[config.mk]
export PLATFORM = sky130hd
export DESIGN_NAME = six_bit_regroup_encoder_flat
export DESIGN_NICKNAME = d
export VERILOG_FILES = /design/src/hw/rtl/sbre_pkg.sv /design/src/hw/rtl/sbre_if.sv /design/src/hw/rtl/sbre_regroup.sv /design/src/hw/rtl/six_bit_regroup_encoder.sv /design/src/flat_wrapper.sv
export SDC_FILE = /design/constraint.sdc
export NUM_CORES = 1
export LEC_CHECK = 0
export BUFFER_PORTS_ARGS = -buffer_cell sky130_fd_sc_hd__buf_4
export CORE_ASPECT_RATIO = 1.2
export CORE_MARGIN = 3
export CORE_UTILIZATION = 40
export DETAILED_ROUTE_END_ITERATION = 6
export GPL_TIMING_DRIVEN = 0
export MAX_ROUTING_LAYER = met4
export PLACE_DENSITY = 0.56
export SLEW_MARGIN = 0
export SYNTH_ARGS = -nofsm -noshare
export SYNTH_HDL_FRONTEND = slang
export SYNTH_SLANG_ARGS = --single-unit
[constraint.sdc]
create_clock -name clk -period 3.25 [get_ports clk]
set_input_delay 0.325 -clock clk [delete_from_list [all_inputs] [get_ports clk]]
set_output_delay 0.325 -clock clk [all_outputs]
set_load 0.02 [all_outputs]
[src/hw/rtl/sbre_pkg.sv]
// Package for the six-bit regroup encoder.
// Holds the held-bit count codes, the regroup result type and the character map.
// No dependencies.
package sbre_pkg;

	// Held-bit count, stored as half the number of held bits.
	localparam logic [1:0] CNT0 = 2'd0;
	localparam logic [1:0] CNT2 = 2'd1;
	localparam logic [1:0] CNT4 = 2'd2;

	localparam logic [7:0] CHAR_UPPER_OFS = 8'd65;
	localparam logic [7:0] CHAR_LOWER_OFS = 8'd71;
	localparam logic [7:0] CHAR_DIGIT_SUB = 8'd4;
	localparam logic [7:0] CHAR_NINE      = 8'd57;

	// Characters produced by one byte, plus the held bits it leaves behind.
	typedef struct packed {
		logic [7:0] char0;
		logic       eom0;
		logic [7:0] char1;
		logic       eom1;
		logic       two;
		logic [3:0] next_bits;
		logic [1:0] next_cnt;
	} regroup_res_t;

	// Maps a six-bit group to its ASCII character.
	function automatic logic [7:0] map_six(input logic [5:0] v);
		logic [7:0] w;
		w = {2'b00, v};
		if (v <= 6'd25) begin
			return w + CHAR_UPPER_OFS;
		end else if (v <= 6'd51) begin
			return w + CHAR_LOWER_OFS;
		end else if (v <= 6'd61) begin
			return w - CHAR_DIGIT_SUB;
		end else begin
			return CHAR_NINE;
		end
	endfunction

endpackage

[src/hw/rtl/sbre_if.sv]
// Valid/ready stream interfaces for the six-bit regroup encoder.
// One for input bytes, one for output characters; no dependencies.
interface sbre_in_if;
	logic       valid;
	logic       ready;
	logic [7:0] data_byte;
	logic       final_byte;

	modport source (output valid, output data_byte, output final_byte, input ready);
	modport sink (input valid, input data_byte, input final_byte, output ready);
endinterface

interface sbre_out_if;
	logic       valid;
	logic       ready;
	logic [7:0] code_char;
	logic       end_of_message;

	modport source (output valid, output code_char, output end_of_message, input ready);
	modport sink (input valid, input code_char, input end_of_message, output ready);
endinterface

[src/hw/rtl/sbre_regroup.sv]
// Combinational regroup of one byte with the held bits into one or two characters.
// Depends on sbre_pkg.
module sbre_regroup
	import sbre_pkg::*;
(
	input  logic [7:0]   data_byte,
	input  logic         final_byte,
	input  logic [3:0]   pend_bits,
	input  logic [1:0]   pend_cnt,
	output regroup_res_t res
);

	logic [5:0] grp0;
	logic [5:0] grp1;

	always_comb begin
		grp0 = 6'd0;
		grp1 = 6'd0;
		res.two = 1'b0;
		res.next_bits = 4'd0;
		res.next_cnt = CNT0;
		case (pend_cnt)
			CNT0: begin
				grp0 = data_byte[7:2];
				grp1 = {data_byte[1:0], 4'b0000};
				res.two = final_byte;
				res.next_bits = {2'b00, data_byte[1:0]};
				res.next_cnt = CNT2;
			end
			CNT2: begin
				grp0 = {pend_bits[1:0], data_byte[7:4]};
				grp1 = {data_byte[3:0], 2'b00};
				res.two = final_byte;
				res.next_bits = data_byte[3:0];
				res.next_cnt = CNT4;
			end
			default: begin
				// Four bits held: two full groups, nothing left over.
				grp0 = {pend_bits[3:0], data_byte[7:6]};
				grp1 = data_byte[5:0];
				res.two = 1'b1;
				res.next_bits = 4'd0;
				res.next_cnt = CNT0;
			end
		endcase
		if (final_byte) begin
			res.next_bits = 4'd0;
			res.next_cnt = CNT0;
		end
		res.char0 = map_six(grp0);
		res.char1 = map_six(grp1);
		res.eom0 = final_byte & ~res.two;
		res.eom1 = final_byte & res.two;
	end

endmodule

[src/hw/rtl/six_bit_regroup_encoder.sv]
// Top level of the six-bit regroup encoder.
// Depends on sbre_pkg, sbre_if.sv (stream interfaces) and sbre_regroup.
//
// Bytes come in on byte_ch, most significant bit first, and leave as a stream
// of ASCII characters on char_ch, six bits to a character in the base64
// alphabet (values 62 and 63 both give '9', and no '=' padding is sent).
// Up to four bits are held between bytes. A byte with final_byte set flushes
// the held bits, zero padded on the right, as one last character, and that
// last character carries end_of_message; the held bits are then cleared for
// the next message. Each accepted item is captured in an input register, then
// regrouped into one or two characters that load a two-entry result buffer;
// the first character of an item shows on char_ch the cycle after it leaves
// the input register. The result port sends one character per cycle while
// char_ch.ready is high, so an item that makes two characters occupies the
// port for both in turn: with the sink always ready the block takes one byte
// per cycle on bytes that make one character, and holds the next byte in the
// input register while the second character of a two-character byte is sent.
// While a finished character waits on char_ch, the input register can still
// take one new item; byte_ch.ready then stays low until the result buffer can take that item.
module six_bit_regroup_encoder
	import sbre_pkg::*;
(
	input  logic     clk,
	input  logic     arst_n,
	sbre_in_if.sink  byte_ch,
	sbre_out_if.source char_ch
);

	// Input register.
	logic       valid_s1;
	logic [7:0] byte_s1;
	logic       final_s1;

	// Result buffer: head character on the port, optional second behind it.
	logic       head_valid_s2;
	logic [7:0] char_s2;
	logic       eom_s2;
	logic       second_valid_s2;
	logic [7:0] char1_s2;
	logic       eom1_s2;

	// Held bits between bytes.
	logic [3:0] pend_bits_q;
	logic [1:0] pend_cnt_q;

	regroup_res_t res;
	logic         out_fire;
	logic         move;
	logic         in_fire;

	sbre_regroup u_regroup (
		.data_byte  (byte_s1),
		.final_byte (final_s1),
		.pend_bits  (pend_bits_q),
		.pend_cnt   (pend_cnt_q),
		.res        (res)
	);

	assign out_fire = head_valid_s2 & char_ch.ready;
	// The buffer takes a new item once its last character is leaving or it is empty.
	assign move = valid_s1 & (~head_valid_s2 | (out_fire & ~second_valid_s2));
	assign in_fire = byte_ch.valid & byte_ch.ready;

	assign byte_ch.ready = ~valid_s1 | move;

	assign char_ch.valid = head_valid_s2;
	assign char_ch.code_char = char_s2;
	assign char_ch.end_of_message = eom_s2;

	always_ff @(posedge clk or negedge arst_n) begin
		if (!arst_n) begin
			valid_s1 <= 1'b0;
		end else if (byte_ch.ready) begin
			valid_s1 <= byte_ch.valid;
		end
	end

	always_ff @(posedge clk) begin
		if (in_fire) begin
			byte_s1 <= byte_ch.data_byte;
			final_s1 <= byte_ch.final_byte;
		end
	end

	always_ff @(posedge clk or negedge arst_n) begin
		if (!arst_n) begin
			head_valid_s2 <= 1'b0;
			second_valid_s2 <= 1'b0;
			pend_bits_q <= 4'd0;
			pend_cnt_q <= CNT0;
		end else if (move) begin
			head_valid_s2 <= 1'b1;
			second_valid_s2 <= res.two;
			pend_bits_q <= res.next_bits;
			pend_cnt_q <= res.next_cnt;
		end else if (out_fire) begin
			head_valid_s2 <= second_valid_s2;
			second_valid_s2 <= 1'b0;
		end
	end

	always_ff @(posedge clk) begin
		if (move) begin
			char_s2 <= res.char0;
			eom_s2 <= res.eom0;
			char1_s2 <= res.char1;
			eom1_s2 <= res.eom1;
		end else if (out_fire) begin
			char_s2 <= char1_s2;
			eom_s2 <= eom1_s2;
		end
	end

`ifndef ASSERT_OFF
	// A waiting second character always sits behind a valid head.
	a_second_behind_head: assert property (@(posedge clk) disable iff (!arst_n)
		second_valid_s2 |-> head_valid_s2)
		else $error("second character buffered without a head character");

	// End of message is only ever on the last character of an item.
	a_eom_last: assert property (@(posedge clk) disable iff (!arst_n)
		second_valid_s2 |-> !eom_s2)
		else $error("end of message on a character that has a follower");

	// A final byte leaves no held bits behind.
	a_flush_clears: assert property (@(posedge clk) disable iff (!arst_n)
		(move && final_s1) |=> (pend_cnt_q == CNT0 && pend_bits_q == 4'd0))
		else $error("held bits not cleared after final byte");
`endif

endmodule
[src/flat_wrapper.sv]
// flat-port wrapper written by rule: the top's interface ports become plain ports
module six_bit_regroup_encoder_flat import sbre_pkg::*;
  (clk, arst_n, byte_ch_valid, byte_ch_data_byte, byte_ch_final_byte, byte_ch_ready, char_ch_valid, char_ch_code_char, char_ch_end_of_message, char_ch_ready);
  sbre_in_if byte_ch_i ();
  sbre_out_if char_ch_i ();
  input  logic clk;
  input  logic arst_n;
  input wire logic [$bits(byte_ch_i.valid)-1:0] byte_ch_valid;
  input wire logic [$bits(byte_ch_i.data_byte)-1:0] byte_ch_data_byte;
  input wire logic [$bits(byte_ch_i.final_byte)-1:0] byte_ch_final_byte;
  output wire logic [$bits(byte_ch_i.ready)-1:0] byte_ch_ready;
  output wire logic [$bits(char_ch_i.valid)-1:0] char_ch_valid;
  output wire logic [$bits(char_ch_i.code_char)-1:0] char_ch_code_char;
  output wire logic [$bits(char_ch_i.end_of_message)-1:0] char_ch_end_of_message;
  input wire logic [$bits(char_ch_i.ready)-1:0] char_ch_ready;
  assign byte_ch_i.valid = byte_ch_valid;
  assign byte_ch_i.data_byte = byte_ch_data_byte;
  assign byte_ch_i.final_byte = byte_ch_final_byte;
  assign byte_ch_ready = byte_ch_i.ready;
  assign char_ch_valid = char_ch_i.valid;
  assign char_ch_code_char = char_ch_i.code_char;
  assign char_ch_end_of_message = char_ch_i.end_of_message;
  assign char_ch_i.ready = char_ch_ready;
  six_bit_regroup_encoder u_core (.clk(clk), .arst_n(arst_n), .byte_ch(byte_ch_i), .char_ch(char_ch_i));
endmodule
==> results of run 1 <==
==> synthesized netlist by cell type (2+ instances only) <==
cell type and number:
o221ai_1 3, and3_1 2, a21oi_1 7, dfrtp_1 9, o21ai_4 2, a21o_1 3, nor2_1 6, nand2b_1 5
ha_1 12, mux2_4 2, o21a_1 4, nand2_1 33, buf_2 5, o21ai_1 5, mux2i_1 10, o21ai_0 11
nor3_1 3, inv_1 16, nor4_1 2, and2_1 3, nor4bb_1 2, nand3b_1 2, o22a_1 2, o21ai_2 2
a211oi_1 2, edfxtp_1 27, clkbuf_1 3, nand3_1 8, a21boi_0 2
==> flip-flops by register name, summed over array words and instances (netlist names) <==
register                       flops
u_core.byte_s1                     8
u_core.char1_s2                    8
u_core.char_ch.code_char           8
u_core.pend_bits_q                 4
u_core.pend_cnt_q                  2
u_core.char_ch.end_of_message      1
u_core.char_ch.valid               1
u_core.eom1_s2                     1
u_core.final_s1                    1
u_core.second_valid_s2             1
u_core.valid_s1                    1
==> critical path, cell delays in order, from the launching register on <==
cell and delay, ns:
dfrtp_1 0.36, buf_4 0.16, clkbuf_4 0.19, clkbuf_4 0.21
o21a_1 0.26, inv_1 0.16, ha_1 0.19, nand2b_1 0.10
a22oi_1 0.26, a21o_1 0.19, buf_2 0.21, mux2i_1 0.10
o221ai_1 0.17, o21ai_0 0.14
==> repair_timing <==
| action | in CTS | in global routing |
|---|---|---|
| hold buffers | 1 | 0 |
| hold endpoints to repair | 9 | 0 |
| setup endpoints to repair | 0 | 5 |
| resized for setup | 0 | 4 |
==> final cells by class <==
class,instances,area [um^2]
tap,62,77.6
clock buffer,7,86.3
clock inverter,1,3.75
inverter,16,60.1
multi-input combinational,158,1130
fill,495,2770
timing repair buffer,24,183
sequential,36,1040
buffer,10,60.1
==> worst max path at each step <==
stage,to,cells past startpoint
after floorplan,u_core.char_ch.code_char[3]$_DFFE_PP_,10
after global placement,u_core.char_ch.code_char[1]$_DFFE_PP_,10
after detailed placement,u_core.char_ch.code_char[1]$_DFFE_PP_,10
after CTS,u_core.char_ch.code_char[1]$_DFFE_PP_,10
after global routing,u_core.char_ch.code_char[1]$_DFFE_PP_,10
final,u_core.char1_s2[4]$_DFFE_PP_,13
==> report_power, final <==
part	internal [uW]	switching [uW]	leakage (uW)	total [uW]
Sequential	705	69.8	0.000370	775
Combinational	584	896	0.000703	1480
Clock	170	146	0.0000459	316
Total	1460	1110	0.00112	2570
==> logic make-up after synthesis <==
logic type,after synthesis
AND/OR/NAND/NOR,72
AO/OA/AOI/OAI,58
flip-flops,36
buffers and inverters,26
multiplexers,14
adder cells (fa/ha/maj),12
XOR/XNOR,2
==> per-layer routing <==
metal / up-vias / GRT usage [%] / part of all wire, %
met5: - / - / 0
li1: 869 / - / -
met1: 805 / 22.0 / 47
met2: 30 / 25.8 / 49
met3: 4 / 3.07 / 3.2
met4: 0 / 5.66 / 1.2
==> metrics by stage <==
stage               power, uW  hold WS [ns]  utilization, %  worst slack, ns
floorplan                1890        0.0294               -            0.627
global placement         2250         0.155            46.8            0.157
detailed placement       2250         0.156            46.8            0.169
CTS                      2580         0.212            48.7            0.150
global route             2810         0.204            48.8         0.000128
finish                   2570         0.215            48.8            0.270
==> report_table.html, run 1 <==
<table>
<tr><th>Metric</th><th>Value</th></tr>
<tr><th colspan="2">Timing</th></tr>
<tr><td>Unrepaired setup endpoints after global routing</td><td>false</td></tr>
<tr><td>Worst Tran Pin Value</td><td>0.576 ns</td></tr>
<tr><td>Setup TNS</td><td>0 ns</td></tr>
<tr><td>Number of max-slew violations in the final report</td><td>0</td></tr>
<tr><td>Final setup violation count</td><td>0</td></tr>
<tr><td>Final worst clock skew</td><td>0.00452 ns</td></tr>
<tr><td>Final cycle utilization of the critical path</td><td>91.7%</td></tr>
<tr><td>Max_slew headroom</td><td>61.3%</td></tr>
<tr><td>Fin crit period</td><td>2.98 ns</td></tr>
<tr><td>Maximum operating frequency</td><td>336 MHz</td></tr>
<tr><td>Number of hold violations in the final report</td><td>0</td></tr>
<tr><th colspan="2">Clocking</th></tr>
<tr><td>Clock latency at the later pin of the worst-skew pair</td><td>0.28 ns</td></tr>
<tr><td>Number of buffers added for setup after CTS</td><td>0</td></tr>
<tr><td>Clock tree from TritonCTS</td><td>built</td></tr>
<tr><td>Clock net sink count</td><td>36</td></tr>
<tr><td>Clk root buf</td><td>clkbuf_8</td></tr>
<tr><td>Clock buffer count from CTS</td><td>5</td></tr>
<tr><td>Clock transition at the registers of the reported paths</td><td>0.07 ns</td></tr>
<tr><td>CTS H-Tree Depth</td><td>2</td></tr>
<tr><td>Maximum root-to-sink buffer count</td><td>2</td></tr>
<tr><th colspan="2">Synth</th></tr>
<tr><td>Post-synth ARST share</td><td>25.0%</td></tr>
<tr><td>Post-Synth Adder-Cell Area</td><td>6.58%</td></tr>
<tr><td>Post-synthesis instance total</td><td>220</td></tr>
<tr><td>Synthesized Nets</td><td>245</td></tr>
<tr><td>Compound-cell area share of the yosys netlist</td><td>19.7%</td></tr>
<tr><td>Post-synth top flop</td><td>edfxtp_1</td></tr>
<tr><td>Fraction of synthesized area in multiplexers</td><td>6.80%</td></tr>
<tr><td>Dominant combinational cell family by area after synthesis</td><td>compound AO/OA/AOI/OAI gates</td></tr>
<tr><td>Post-synth top area cell</td><td>edfxtp_1</td></tr>
<tr><td>Xor and xnor area share after synthesis</td><td>0.768%</td></tr>
<tr><td>Post-synthesis sequential area ratio</td><td>45.4%</td></tr>
<tr><td>Yosys reg bits</td><td>36</td></tr>
<tr><td>Number of warnings reported in the yosys synthesis log</td><td>0</td></tr>
<tr><td>Top-area cell type share of the netlist area</td><td>35.5%</td></tr>
<tr><td>Post-synthesis instance area</td><td>2280 um^2</td></tr>
<tr><td>Number of enable-type register cells in the synthesized netlist</td><td>27</td></tr>
<tr><td>Synthesized-area fraction occupied by and/or/nand/nor cells</td><td>15.6%</td></tr>
<tr><td>Avg Inst Size Synth</td><td>10.4 um^2</td></tr>
<tr><td>Cells taking the most area after synthesis</td><td>edfxtp_1 (36%), dfrtp_1 (9.9%), ha_1 (6.6%)</td></tr>
<tr><td>Unique masters post-synth</td><td>56</td></tr>
<tr><th colspan="2">Critical path</th></tr>
<tr><td>Flop-to-flop setup slack</td><td>0.27 ns</td></tr>
<tr><td>Kind of launch point of the worst setup path</td><td>flop</td></tr>
<tr><td>FF-to-FF Start</td><td>u_core.pend_cnt_q[1]$_DFFE_PN0P_</td></tr>
<tr><td>Required time at the worst-slack endpoint</td><td>3.26 ns</td></tr>
<tr><td>R2r endpoint</td><td>u_core.char1_s2[4]$_DFFE_PP_</td></tr>
<tr><td>Worst reg-to-reg path cell count</td><td>13</td></tr>
<tr><td>Crit path arrival time</td><td>2.99 ns</td></tr>
<tr><td>Critical path launch point</td><td>u_core.pend_cnt_q[1]$_DFFE_PN0P_</td></tr>
<tr><td>Endpoint class of the critical path</td><td>flop</td></tr>
<tr><td>Top fanout value on the critical path</td><td>10</td></tr>
<tr><td>Critical path class</td><td>flop to flop</td></tr>
<tr><th colspan="2">Finish</th></tr>
<tr><td>Most common library cell in the layout ignoring fill and taps</td><td>nand2_1</td></tr>
<tr><td>Layout-stage area growth over the synthesis result</td><td>15.7%</td></tr>
<tr><td>Commonest non-fill, non-tap cells in the layout</td><td>nand2_1 (33), edfxtp_1 (27), buf_4 (24)</td></tr>
<tr><td>Design area</td><td>2640 um^2</td></tr>
<tr><td>Final std cells w/o fill</td><td>314</td></tr>
<tr><td>Antenna Diode Count</td><td>0</td></tr>
<tr><td>Share of layout cells above drive strength 1</td><td>19.8%</td></tr>
<tr><td>Layout Nets</td><td>276</td></tr>
<tr><th colspan="2">Pwr</th></tr>
<tr><td>VDD IR-drop max</td><td>0.381 mV</td></tr>
<tr><td>Power density cells</td><td>974 nW/um^2</td></tr>
<tr><td>Leakage component of the power</td><td>0.00112 uW</td></tr>
<tr><th colspan="2">Worst hold path</th></tr>
<tr><td>Cell count of the worst hold path</td><td>1</td></tr>
<tr><td>Hold worst-path end</td><td>u_core.byte_s1[1]$_DFFE_PP_</td></tr>
<tr><td>Type of the most critical hold path</td><td>primary input to flop</td></tr>
<tr><td>Worst hold path startpoint</td><td>byte_ch_data_byte[1]</td></tr>
<tr><th colspan="2">Placement</th></tr>
<tr><td>Number of buffer cells added on primary ports</td><td>23</td></tr>
<tr><td>Cell Area, Placed</td><td>2530 um^2</td></tr>
<tr><td>HPWL Detailed</td><td>3.62 mm</td></tr>
<tr><td>Placer congestion estimate</td><td>0.842</td></tr>
<tr><td>Post-placement cell count</td><td>305</td></tr>
<tr><th colspan="2">Global routing</th></tr>
<tr><td>Overall Global Routing Usage</td><td>16.7%</td></tr>
<tr><td>Number of antenna violations at the first check in global routing</td><td>0</td></tr>
<tr><td>Remaining global-route overflow</td><td>0</td></tr>
<tr><td>Wire length of the first global-routing pass</td><td>8.17 mm</td></tr>
<tr><td>Largest net degree at the start of global routing</td><td>15</td></tr>
<tr><td>Via count of the first global-routing pass</td><td>1,663</td></tr>
<tr><th colspan="2">Floorplanning</th></tr>
<tr><td>Core Box Area</td><td>5410 um^2</td></tr>
<tr><td>Standard-cell row count</td><td>29</td></tr>
<tr><td>Top-level port count</td><td>24</td></tr>
<tr><td>Chip Height</td><td>88.7 um</td></tr>
<tr><td>Overall die area</td><td>6650 um^2</td></tr>
<tr><td>Die Span X</td><td>74.9 um</td></tr>
<tr><td>Initial core utilization</td><td>42.2%</td></tr>
<tr><th colspan="2">Detailed routing</th></tr>
<tr><td>Detail Route Antenna Nets</td><td>0</td></tr>
<tr><td>Vias per Instance</td><td>5.44</td></tr>
<tr><td>Average wire per cell in the routed design</td><td>15.0 um</td></tr>
<tr><td>Via Count</td><td>1,708</td></tr>
<tr><td>Count of TritonRoute iterations in the first routing pass</td><td>4</td></tr>
<tr><td>DRC errors left</td><td>0</td></tr>
<tr><td>Iteration-0 DRC Markers</td><td>97</td></tr>
<tr><td>Final Routed Wirelength</td><td>4.72 mm</td></tr>
<tr><th colspan="2">Flow run</th></tr>
<tr><td>Max capacitance violation total</td><td>0</td></tr>
<tr><th colspan="2">Run status</th></tr>
<tr><td>Status</td><td>finished clean</td></tr>
</table>
Note: power is estimated with default switching activity, not from simulation.
==> inputs of run 2 (changes only) <==
--- a/config.mk
+++ b/config.mk
@@ -6,13 +6,15 @@
 export NUM_CORES = 1
 export LEC_CHECK = 0
 export BUFFER_PORTS_ARGS = -buffer_cell sky130_fd_sc_hd__buf_4
+export CELL_PAD_IN_SITES_DETAIL_PLACEMENT = 1
+export CELL_PAD_IN_SITES_GLOBAL_PLACEMENT = 2
 export CORE_ASPECT_RATIO = 1.2
 export CORE_MARGIN = 3
-export CORE_UTILIZATION = 40
+export CORE_UTILIZATION = 38
 export DETAILED_ROUTE_END_ITERATION = 6
 export GPL_TIMING_DRIVEN = 0
 export MAX_ROUTING_LAYER = met4
-export PLACE_DENSITY = 0.56
+export PLACE_DENSITY = 0.77
 export SLEW_MARGIN = 0
 export SYNTH_ARGS = -nofsm -noshare
 export SYNTH_HDL_FRONTEND = slang
==> constraint.sdc (replaced) <==
create_clock -name clk -period 3.25 [get_ports clk]
set_input_delay 0.325 -clock clk [delete_from_list [all_inputs] [get_ports clk]]
set_output_delay 0.325 -clock clk [all_outputs]
set_load 0.005 [all_outputs]
==> run 2 against run 1 <==
Sequential power up 1%. Cell count grew 5.7%. Register-to-register slack about the same. Power fell by 0.93%. Clock power rose by 3%. Worst hold slack lost 0.0075 ns. Fmax down 0.32%. Combinational power fell by 3%. Die area is 4.9% higher. Sequential cell count stayed put. Highest routed layer unchanged.
==> report_table.html, run 2 (synthesis gave the netlist of run 1 again) <==
<table>
<tr><th>Metric</th><th>Value</th></tr>
<tr><th colspan="2">Timing</th></tr>
<tr><td>Worst Tran Pin Value</td><td>0.480 ns</td></tr>
<tr><td>Final worst clock skew</td><td>0.0114 ns</td></tr>
<tr><td>Max_slew headroom</td><td>67.5%</td></tr>
<tr><td>Number of max-slew violations in the final report</td><td>0</td></tr>
<tr><td>Final cycle utilization of the critical path</td><td>92.0%</td></tr>
<tr><td>Setup TNS</td><td>0 ns</td></tr>
<tr><td>Post-route setup slack</td><td>0.261 ns</td></tr>
<tr><td>Unrepaired setup endpoints after global routing</td><td>false</td></tr>
<tr><td>Number of hold violations in the final report</td><td>0</td></tr>
<tr><td>Maximum operating frequency</td><td>335 MHz</td></tr>
<tr><td>Fin crit period</td><td>2.99 ns</td></tr>
<tr><td>Final setup violation count</td><td>0</td></tr>
<tr><th colspan="2">Worst hold path</th></tr>
<tr><td>Hold worst-path end</td><td>u_core.byte_s1[6]$_DFFE_PP_</td></tr>
<tr><td>Worst hold path startpoint</td><td>byte_ch_data_byte[6]</td></tr>
<tr><td>Type of the most critical hold path</td><td>primary input to flop</td></tr>
<tr><td>Cell count of the worst hold path</td><td>1</td></tr>
<tr><th colspan="2">Clocking</th></tr>
<tr><td>CTS H-Tree Depth</td><td>2</td></tr>
<tr><td>Clock buffer count from CTS</td><td>5</td></tr>
<tr><td>Clock tree from TritonCTS</td><td>built</td></tr>
<tr><td>Maximum root-to-sink buffer count</td><td>2</td></tr>
<tr><td>Clock transition at the registers of the reported paths</td><td>0.08 ns</td></tr>
<tr><td>Clock net sink count</td><td>36</td></tr>
<tr><td>Clk root buf</td><td>clkbuf_8</td></tr>
<tr><td>Clock latency at the later pin of the worst-skew pair</td><td>0.29 ns</td></tr>
<tr><td>Number of buffers added for setup after CTS</td><td>0</td></tr>
<tr><th colspan="2">Finish</th></tr>
<tr><td>Layout Nets</td><td>276</td></tr>
<tr><td>Commonest non-fill, non-tap cells in the layout</td><td>nand2_1 (33), edfxtp_1 (27), buf_4 (24)</td></tr>
<tr><td>Final std cells w/o fill</td><td>332</td></tr>
<tr><td>Share of layout cells above drive strength 1</td><td>21.4%</td></tr>
<tr><td>Layout-stage area growth over the synthesis result</td><td>17.2%</td></tr>
<tr><td>Most common library cell in the layout ignoring fill and taps</td><td>nand2_1</td></tr>
<tr><td>Antenna Diode Count</td><td>0</td></tr>
<tr><th colspan="2">Critical path</th></tr>
<tr><td>Most common cell on crit path</td><td>clkbuf_4</td></tr>
<tr><td>Cell with the biggest individual delay on the critical path</td><td>dfrtp_1</td></tr>
<tr><td>R2r endpoint</td><td>u_core.char1_s2[4]$_DFFE_PP_</td></tr>
<tr><td>Top fanout value on the critical path</td><td>10</td></tr>
<tr><td>Endpoint class of the critical path</td><td>flop</td></tr>
<tr><td>Required time at the worst-slack endpoint</td><td>3.26 ns</td></tr>
<tr><td>Crit path arrival time</td><td>3.00 ns</td></tr>
<tr><td>Largest stage delay on the critical path</td><td>0.37 ns</td></tr>
<tr><td>Worst reg-to-reg path cell count</td><td>14</td></tr>
<tr><td>Flop-to-flop setup slack</td><td>0.26 ns</td></tr>
<tr><td>Critical path class</td><td>flop to flop</td></tr>
<tr><td>FF-to-FF Start</td><td>u_core.pend_cnt_q[1]$_DFFE_PN0P_</td></tr>
<tr><td>Kind of launch point of the worst setup path</td><td>flop</td></tr>
<tr><td>Cells along the critical path</td><td>buf_4, clkbuf_4, clkbuf_4, nand2_1, o21a_1, inv_1, ha_1, nand2b_1, a22oi_2, a21o_1, buf_2, mux2i_1, o221ai_1, o21ai_0</td></tr>
<tr><th colspan="2">Floorplanning</th></tr>
<tr><td>Core Box Area</td><td>5740 um^2</td></tr>
<tr><td>Chip Height</td><td>90.9 um</td></tr>
<tr><td>Overall die area</td><td>6970 um^2</td></tr>
<tr><td>Top-level port count</td><td>24</td></tr>
<tr><td>Initial core utilization</td><td>39.7%</td></tr>
<tr><td>Die Span X</td><td>76.7 um</td></tr>
<tr><td>Standard-cell row count</td><td>30</td></tr>
<tr><th colspan="2">Detailed routing</th></tr>
<tr><td>Via Count</td><td>1,747</td></tr>
<tr><td>Iteration-0 DRC Markers</td><td>48</td></tr>
<tr><td>Final Routed Wirelength</td><td>5.31 mm</td></tr>
<tr><td>Vias per Instance</td><td>5.26</td></tr>
<tr><td>Average wire per cell in the routed design</td><td>16.0 um</td></tr>
<tr><td>Detail Route Antenna Nets</td><td>0</td></tr>
<tr><td>DRC errors left</td><td>0</td></tr>
<tr><td>Count of TritonRoute iterations in the first routing pass</td><td>5</td></tr>
<tr><th colspan="2">Flow run</th></tr>
<tr><td>Max capacitance violation total</td><td>0</td></tr>
<tr><th colspan="2">Global routing</th></tr>
<tr><td>Wire length of the first global-routing pass</td><td>9.18 mm</td></tr>
<tr><td>Largest net degree at the start of global routing</td><td>15</td></tr>
<tr><td>Overall Global Routing Usage</td><td>16.9%</td></tr>
<tr><td>Number of antenna violations at the first check in global routing</td><td>0</td></tr>
<tr><td>Via count of the first global-routing pass</td><td>1,852</td></tr>
<tr><td>Remaining global-route overflow</td><td>0</td></tr>
<tr><th colspan="2">Placement</th></tr>
<tr><td>HPWL Detailed</td><td>4.15 mm</td></tr>
<tr><td>Post-placement cell count</td><td>323</td></tr>
<tr><td>Pre-CTS setup slack</td><td>0.0979 ns</td></tr>
<tr><td>Placer congestion estimate</td><td>0.795</td></tr>
<tr><td>Number of buffer cells added on primary ports</td><td>23</td></tr>
<tr><th colspan="2">Pwr</th></tr>
<tr><td>Clock power frac</td><td>12.7%</td></tr>
<tr><td>Net Sw Frac</td><td>42.6%</td></tr>
<tr><td>VDD IR-drop max</td><td>0.341 mV</td></tr>
<tr><td>Total design power</td><td>2550 uW</td></tr>
<tr><td>Relative contribution of sequential cells to total power</td><td>30.8%</td></tr>
<tr><td>Leakage component of the power</td><td>0.00112 uW</td></tr>
<tr><td>Fraction of power consumed by combinational cells</td><td>56.5%</td></tr>
<tr><td>Internal cell power</td><td>1460 uW</td></tr>
<tr><td>P_sw</td><td>1090 uW</td></tr>
<tr><td>Power density cells</td><td>953 nW/um^2</td></tr>
<tr><th colspan="2">Run status</th></tr>
<tr><td>Status</td><td>finished clean</td></tr>
</table>
[run 2: cell count changes in the layout (fill, tap and decap cells not counted)]
cell,delta
clkinv_1,-1
clkbuf_1,-1
o21ai_1,-1
o21ai_2,+1
a22oi_2,+1
a22oi_1,-1
clkinv_2,+2
[run 2: worst max path at each step]
stage,startpoint,to,slack (ns),cells past startpoint
floorplan,u_core.pend_cnt_q[1]$_DFFE_PN0P_,u_core.char_ch.code_char[3]$_DFFE_PP_,0.63,10
global placement,u_core.pend_cnt_q[1]$_DFFE_PN0P_,u_core.char_ch.code_char[1]$_DFFE_PP_,0.06,10
detailed placement,u_core.pend_cnt_q[1]$_DFFE_PN0P_,u_core.char_ch.code_char[1]$_DFFE_PP_,0.1,10
CTS,u_core.pend_cnt_q[1]$_DFFE_PN0P_,u_core.char_ch.code_char[1]$_DFFE_PP_,0.06,10
global route,u_core.pend_cnt_q[1]$_DFFE_PN0P_,u_core.char1_s2[4]$_DFFE_PP_,0.007,14
finish,u_core.pend_cnt_q[1]$_DFFE_PN0P_,u_core.char1_s2[4]$_DFFE_PP_,0.26,14
[run 2: repair_timing]
item	in CTS	in global routing
hold buffers	1	0
endpoints found under the setup margin	0	8
gates resized for setup	0	6
hold endpoints to repair	9	0
[run 2: power groups by stage]
stage                     logic, uW  registers (uW)  clock network, uW
after CTS                      1440             785                337
after floorplan                1050             771                  0
after detailed placement       1430             794                  0
after global routing           1630             797                359
after global placement         1420             786                  0
final                          1440             784                324
[run 2: per-stage QoR]
step	instance area (um^2)	util [%]	hold WS (ns)
CTS	2660	46.3	0.196
global route	2670	46.6	0.188
detailed placement	2550	44.5	0.161
floorplan	2280	-	0.0294
finish	2670	46.6	0.207
global placement	2550	44.5	0.158
[run 2: layout make-up]
class                   instances  area [um^2]
inverters                      16         60.1
fillers                       664         3070
repair buffers                 24          183
multi-input cells             158         1140
flip-flops and latches         36         1040
well taps                      80          100
clock inverters                 2         10.0
plain buffers                  10         60.1
clock buffers                   6         82.6
[run 2: per-layer routing]
metal / vias up / routed length (um) / global-route usage, %
li1: 868 / - / -
met3: 8 / 78 / 2.20
met2: 20 / 2790 / 29.2
met4: 0 / 86 / 5.59
met5: - / 0 / -
met1: 851 / 2360 / 20.3
[run 2: worst max-delay path, delay by kind of cell (launching register included)]
kind | cells | cell delay, ns
AOI/OAI and AO/OA | 5 | 0.85
muxes | 1 | 0.13
and+or+nand+nor | 2 | 0.23
adders and majority gates | 1 | 0.24
buffers and inverters | 5 | 0.89
DFF | 1 | 0.37
==> inputs of run 3 (changes only) <==
--- a/config.mk
+++ b/config.mk
@@ -5,7 +5,7 @@
 export SDC_FILE = /design/constraint.sdc
 export NUM_CORES = 1
 export LEC_CHECK = 0
-export BUFFER_PORTS_ARGS = -buffer_cell sky130_fd_sc_hd__buf_4
+export BUFFER_PORTS_ARGS = -buffer_cell sky130_fd_sc_hd__buf_2
 export CELL_PAD_IN_SITES_DETAIL_PLACEMENT = 1
 export CELL_PAD_IN_SITES_GLOBAL_PLACEMENT = 2
 export CORE_ASPECT_RATIO = 1.2
==> run 3 against run 2 <==
Cell count unchanged. Non-clock buffer count stayed put. Die area unchanged. Sequential share of layout area grew 0.78 points. Utilization fell by 0.91 points. Sequential power decreased by 0.9%. Wire length is 1.4% higher. Fmax is 0.29% higher. Power barely moved. Largest cell class unchanged. Critical endpoint is now u_core.char_ch.code_char[1]$_DFFE_PP_.
==> report_table.html, run 3 (synthesis gave the netlist of run 1 again) <==
<table>
<tr><th>Metric</th><th>Value</th></tr>
<tr><th colspan="2">Timing</th></tr>
<tr><td>Number of hold violations in the final report</td><td>0</td></tr>
<tr><td>Final setup violation count</td><td>0</td></tr>
<tr><td>Max_slew headroom</td><td>65.5%</td></tr>
<tr><td>Number of max-slew violations in the final report</td><td>0</td></tr>
<tr><td>Unrepaired setup endpoints after global routing</td><td>false</td></tr>
<tr><td>Worst Tran Pin Value</td><td>0.518 ns</td></tr>
<tr><td>Final worst clock skew</td><td>0.0100 ns</td></tr>
<tr><td>Maximum operating frequency</td><td>335 MHz</td></tr>
<tr><td>Post-route setup slack</td><td>0.269 ns</td></tr>
<tr><td>Setup TNS</td><td>0 ns</td></tr>
<tr><td>Fin crit period</td><td>2.98 ns</td></tr>
<tr><td>Final cycle utilization of the critical path</td><td>91.7%</td></tr>
<tr><th colspan="2">Flow run</th></tr>
<tr><td>Max capacitance violation total</td><td>0</td></tr>
<tr><th colspan="2">Clocking</th></tr>
<tr><td>CTS H-Tree Depth</td><td>2</td></tr>
<tr><td>Clock tree from TritonCTS</td><td>built</td></tr>
<tr><td>Maximum root-to-sink buffer count</td><td>2</td></tr>
<tr><td>Clock transition at the registers of the reported paths</td><td>0.08 ns</td></tr>
<tr><td>Clock buffer count from CTS</td><td>5</td></tr>
<tr><td>Clock latency at the later pin of the worst-skew pair</td><td>0.29 ns</td></tr>
<tr><td>Clock net sink count</td><td>36</td></tr>
<tr><td>Clk root buf</td><td>clkbuf_8</td></tr>
<tr><th colspan="2">Critical path</th></tr>
<tr><td>Number of buffer and inverter stages on the critical path</td><td>2</td></tr>
<tr><td>Required time at the worst-slack endpoint</td><td>3.28 ns</td></tr>
<tr><td>Endpoint class of the critical path</td><td>flop</td></tr>
<tr><td>Cell with the biggest individual delay on the critical path</td><td>o311ai_1</td></tr>
<tr><td>Crit path arrival time</td><td>3.01 ns</td></tr>
<tr><td>Kind of launch point of the worst setup path</td><td>flop</td></tr>
<tr><td>Top fanout value on the critical path</td><td>10</td></tr>
<tr><td>Cells along the critical path</td><td>buf_4, buf_2, o21ai_1, ha_1, nand2b_1, nand2_1, o311ai_1, a41oi_1, a221oi_1, o21ai_1</td></tr>
<tr><td>Most common cell on crit path</td><td>o21ai_1</td></tr>
<tr><td>Critical path class</td><td>flop to flop</td></tr>
<tr><td>Family of cells with the greatest summed delay on the critical path</td><td>compound AO/OA/AOI/OAI gates</td></tr>
<tr><td>Largest stage delay on the critical path</td><td>0.46 ns</td></tr>
<tr><th colspan="2">Detailed routing</th></tr>
<tr><td>Iteration-0 DRC Markers</td><td>53</td></tr>
<tr><td>Average wire per cell in the routed design</td><td>16.2 um</td></tr>
<tr><td>Via Count</td><td>1,736</td></tr>
<tr><td>Count of TritonRoute iterations in the first routing pass</td><td>4</td></tr>
<tr><td>DRC errors left</td><td>0</td></tr>
<tr><td>Final Routed Wirelength</td><td>5.38 mm</td></tr>
<tr><td>Vias per Instance</td><td>5.23</td></tr>
<tr><td>Detail Route Antenna Nets</td><td>0</td></tr>
<tr><th colspan="2">Global routing</th></tr>
<tr><td>Largest net degree at the start of global routing</td><td>15</td></tr>
<tr><td>Number of antenna violations at the first check in global routing</td><td>0</td></tr>
<tr><td>Overall Global Routing Usage</td><td>17.2%</td></tr>
<tr><td>Via count of the first global-routing pass</td><td>1,848</td></tr>
<tr><td>Wire length of the first global-routing pass</td><td>9.36 mm</td></tr>
<tr><td>Remaining global-route overflow</td><td>0</td></tr>
<tr><th colspan="2">Finish</th></tr>
<tr><td>Filler instances</td><td>679</td></tr>
<tr><td>Antenna Diode Count</td><td>0</td></tr>
<tr><td>Post-layout util</td><td>45.6%</td></tr>
<tr><td>Layout Nets</td><td>276</td></tr>
<tr><td>Share of layout cells above drive strength 1</td><td>21.0%</td></tr>
<tr><td>Design area</td><td>2620 um^2</td></tr>
<tr><td>Commonest non-fill, non-tap cells in the layout</td><td>nand2_1 (33), buf_2 (27), edfxtp_1 (27)</td></tr>
<tr><td>Final std cells w/o fill</td><td>332</td></tr>
<tr><td>Most common library cell in the layout ignoring fill and taps</td><td>nand2_1</td></tr>
<tr><td>Layout-stage area growth over the synthesis result</td><td>14.9%</td></tr>
<tr><th colspan="2">Placement</th></tr>
<tr><td>Cell Area, Placed</td><td>2500 um^2</td></tr>
<tr><td>Pre-CTS setup slack</td><td>0.0127 ns</td></tr>
<tr><td>Post-placement cell count</td><td>323</td></tr>
<tr><td>Placer congestion estimate</td><td>0.800</td></tr>
<tr><td>HPWL Detailed</td><td>4.11 mm</td></tr>
<tr><td>Number of buffer cells added on primary ports</td><td>23</td></tr>
<tr><th colspan="2">Floorplanning</th></tr>
<tr><td>Top-level port count</td><td>24</td></tr>
<tr><td>Standard-cell row count</td><td>30</td></tr>
<tr><td>Overall die area</td><td>6970 um^2</td></tr>
<tr><td>Chip Height</td><td>90.9 um</td></tr>
<tr><td>Die Span X</td><td>76.7 um</td></tr>
<tr><td>Core Box Area</td><td>5740 um^2</td></tr>
<tr><td>Initial core utilization</td><td>39.7%</td></tr>
<tr><th colspan="2">Pwr</th></tr>
<tr><td>Leakage component of the power</td><td>0.00110 uW</td></tr>
<tr><td>Power density cells</td><td>972 nW/um^2</td></tr>
<tr><td>VDD IR-drop max</td><td>0.367 mV</td></tr>
<tr><th colspan="2">Worst hold path</th></tr>
<tr><td>Type of the most critical hold path</td><td>primary input to flop</td></tr>
<tr><th colspan="2">Run status</th></tr>
<tr><td>Status</td><td>finished clean</td></tr>
</table>
==> run 3: per-layer routing <==
| metal | GRT usage (%) | up-vias | share of wire, % |
|---|---|---|---|
| met3 | 2.10 | 7 | 1.9 |
| met4 | 6.80 | 0 | 1.7 |
| met2 | 28.3 | 21 | 51 |
| met1 | 21.5 | 837 | 46 |
| li1 | - | 871 | - |
| met5 | - | - | 0 |
==> run 3: final cells by class <==
| class | count | area (um^2) | area share [%] |
|---|---|---|---|
| Tap cell | 80 | 100 | 3.82 |
| Multi-Input combinational cell | 158 | 1140 | 43.6 |
| Sequential cell | 36 | 1040 | 39.5 |
| Buffer | 10 | 57.6 | 2.20 |
| Timing Repair Buffer | 24 | 125 | 4.77 |
| Inverter | 16 | 60.1 | 2.29 |
| Clock buffer | 8 | 100 | 3.82 |
==> run 3: path summary, 6_finish.rpt <==
check                                             startpoint                                     to  slack [ns]  cells after the start
max in group asynchronous                             arst_n            u_core.valid_s1$_DFFE_PN0N_        2.64                      2
min in group asynchronous                             arst_n       u_core.char_ch.valid$_DFFE_PN0P_        0.42                      2
min reg2reg                u_core.pend_bits_q[2]$_DFFE_PN0P_      u_core.pend_bits_q[2]$_DFFE_PN0P_        0.49                      2
max reg2reg                 u_core.pend_cnt_q[1]$_DFFE_PN0P_  u_core.char_ch.code_char[1]$_DFFE_PP_        0.27                     10
min                                     byte_ch_data_byte[0]            u_core.byte_s1[0]$_DFFE_PP_        0.21                      1
max                         u_core.pend_cnt_q[1]$_DFFE_PN0P_  u_core.char_ch.code_char[1]$_DFFE_PP_        0.27                     10
==> run 3: timing repair <==
item,CTS,global route
resized for setup,0,5
setup endpoints to repair,0,8
endpoints found under the hold margin,9,0
setup buffers,0,0
hold buffers,1,0
==> run 3: stage by stage <==
step	total power [uW]	hold WS [ns]
3_5_place_dp	2190	0.193
3_3_place_gp	2170	0.190
5_1_grt	2770	0.203
6_report	2550	0.211
4_1_cts	2550	0.203
2_1_floorplan	1820	0.0294
==> run 3: power by group <==
part           switching, uW  total, uW  leakage [uW]  internal, uW
combinational            867       1420      0.000684           554
clock                    156        349     0.0000515           193
sequential              72.1        777      0.000370           705
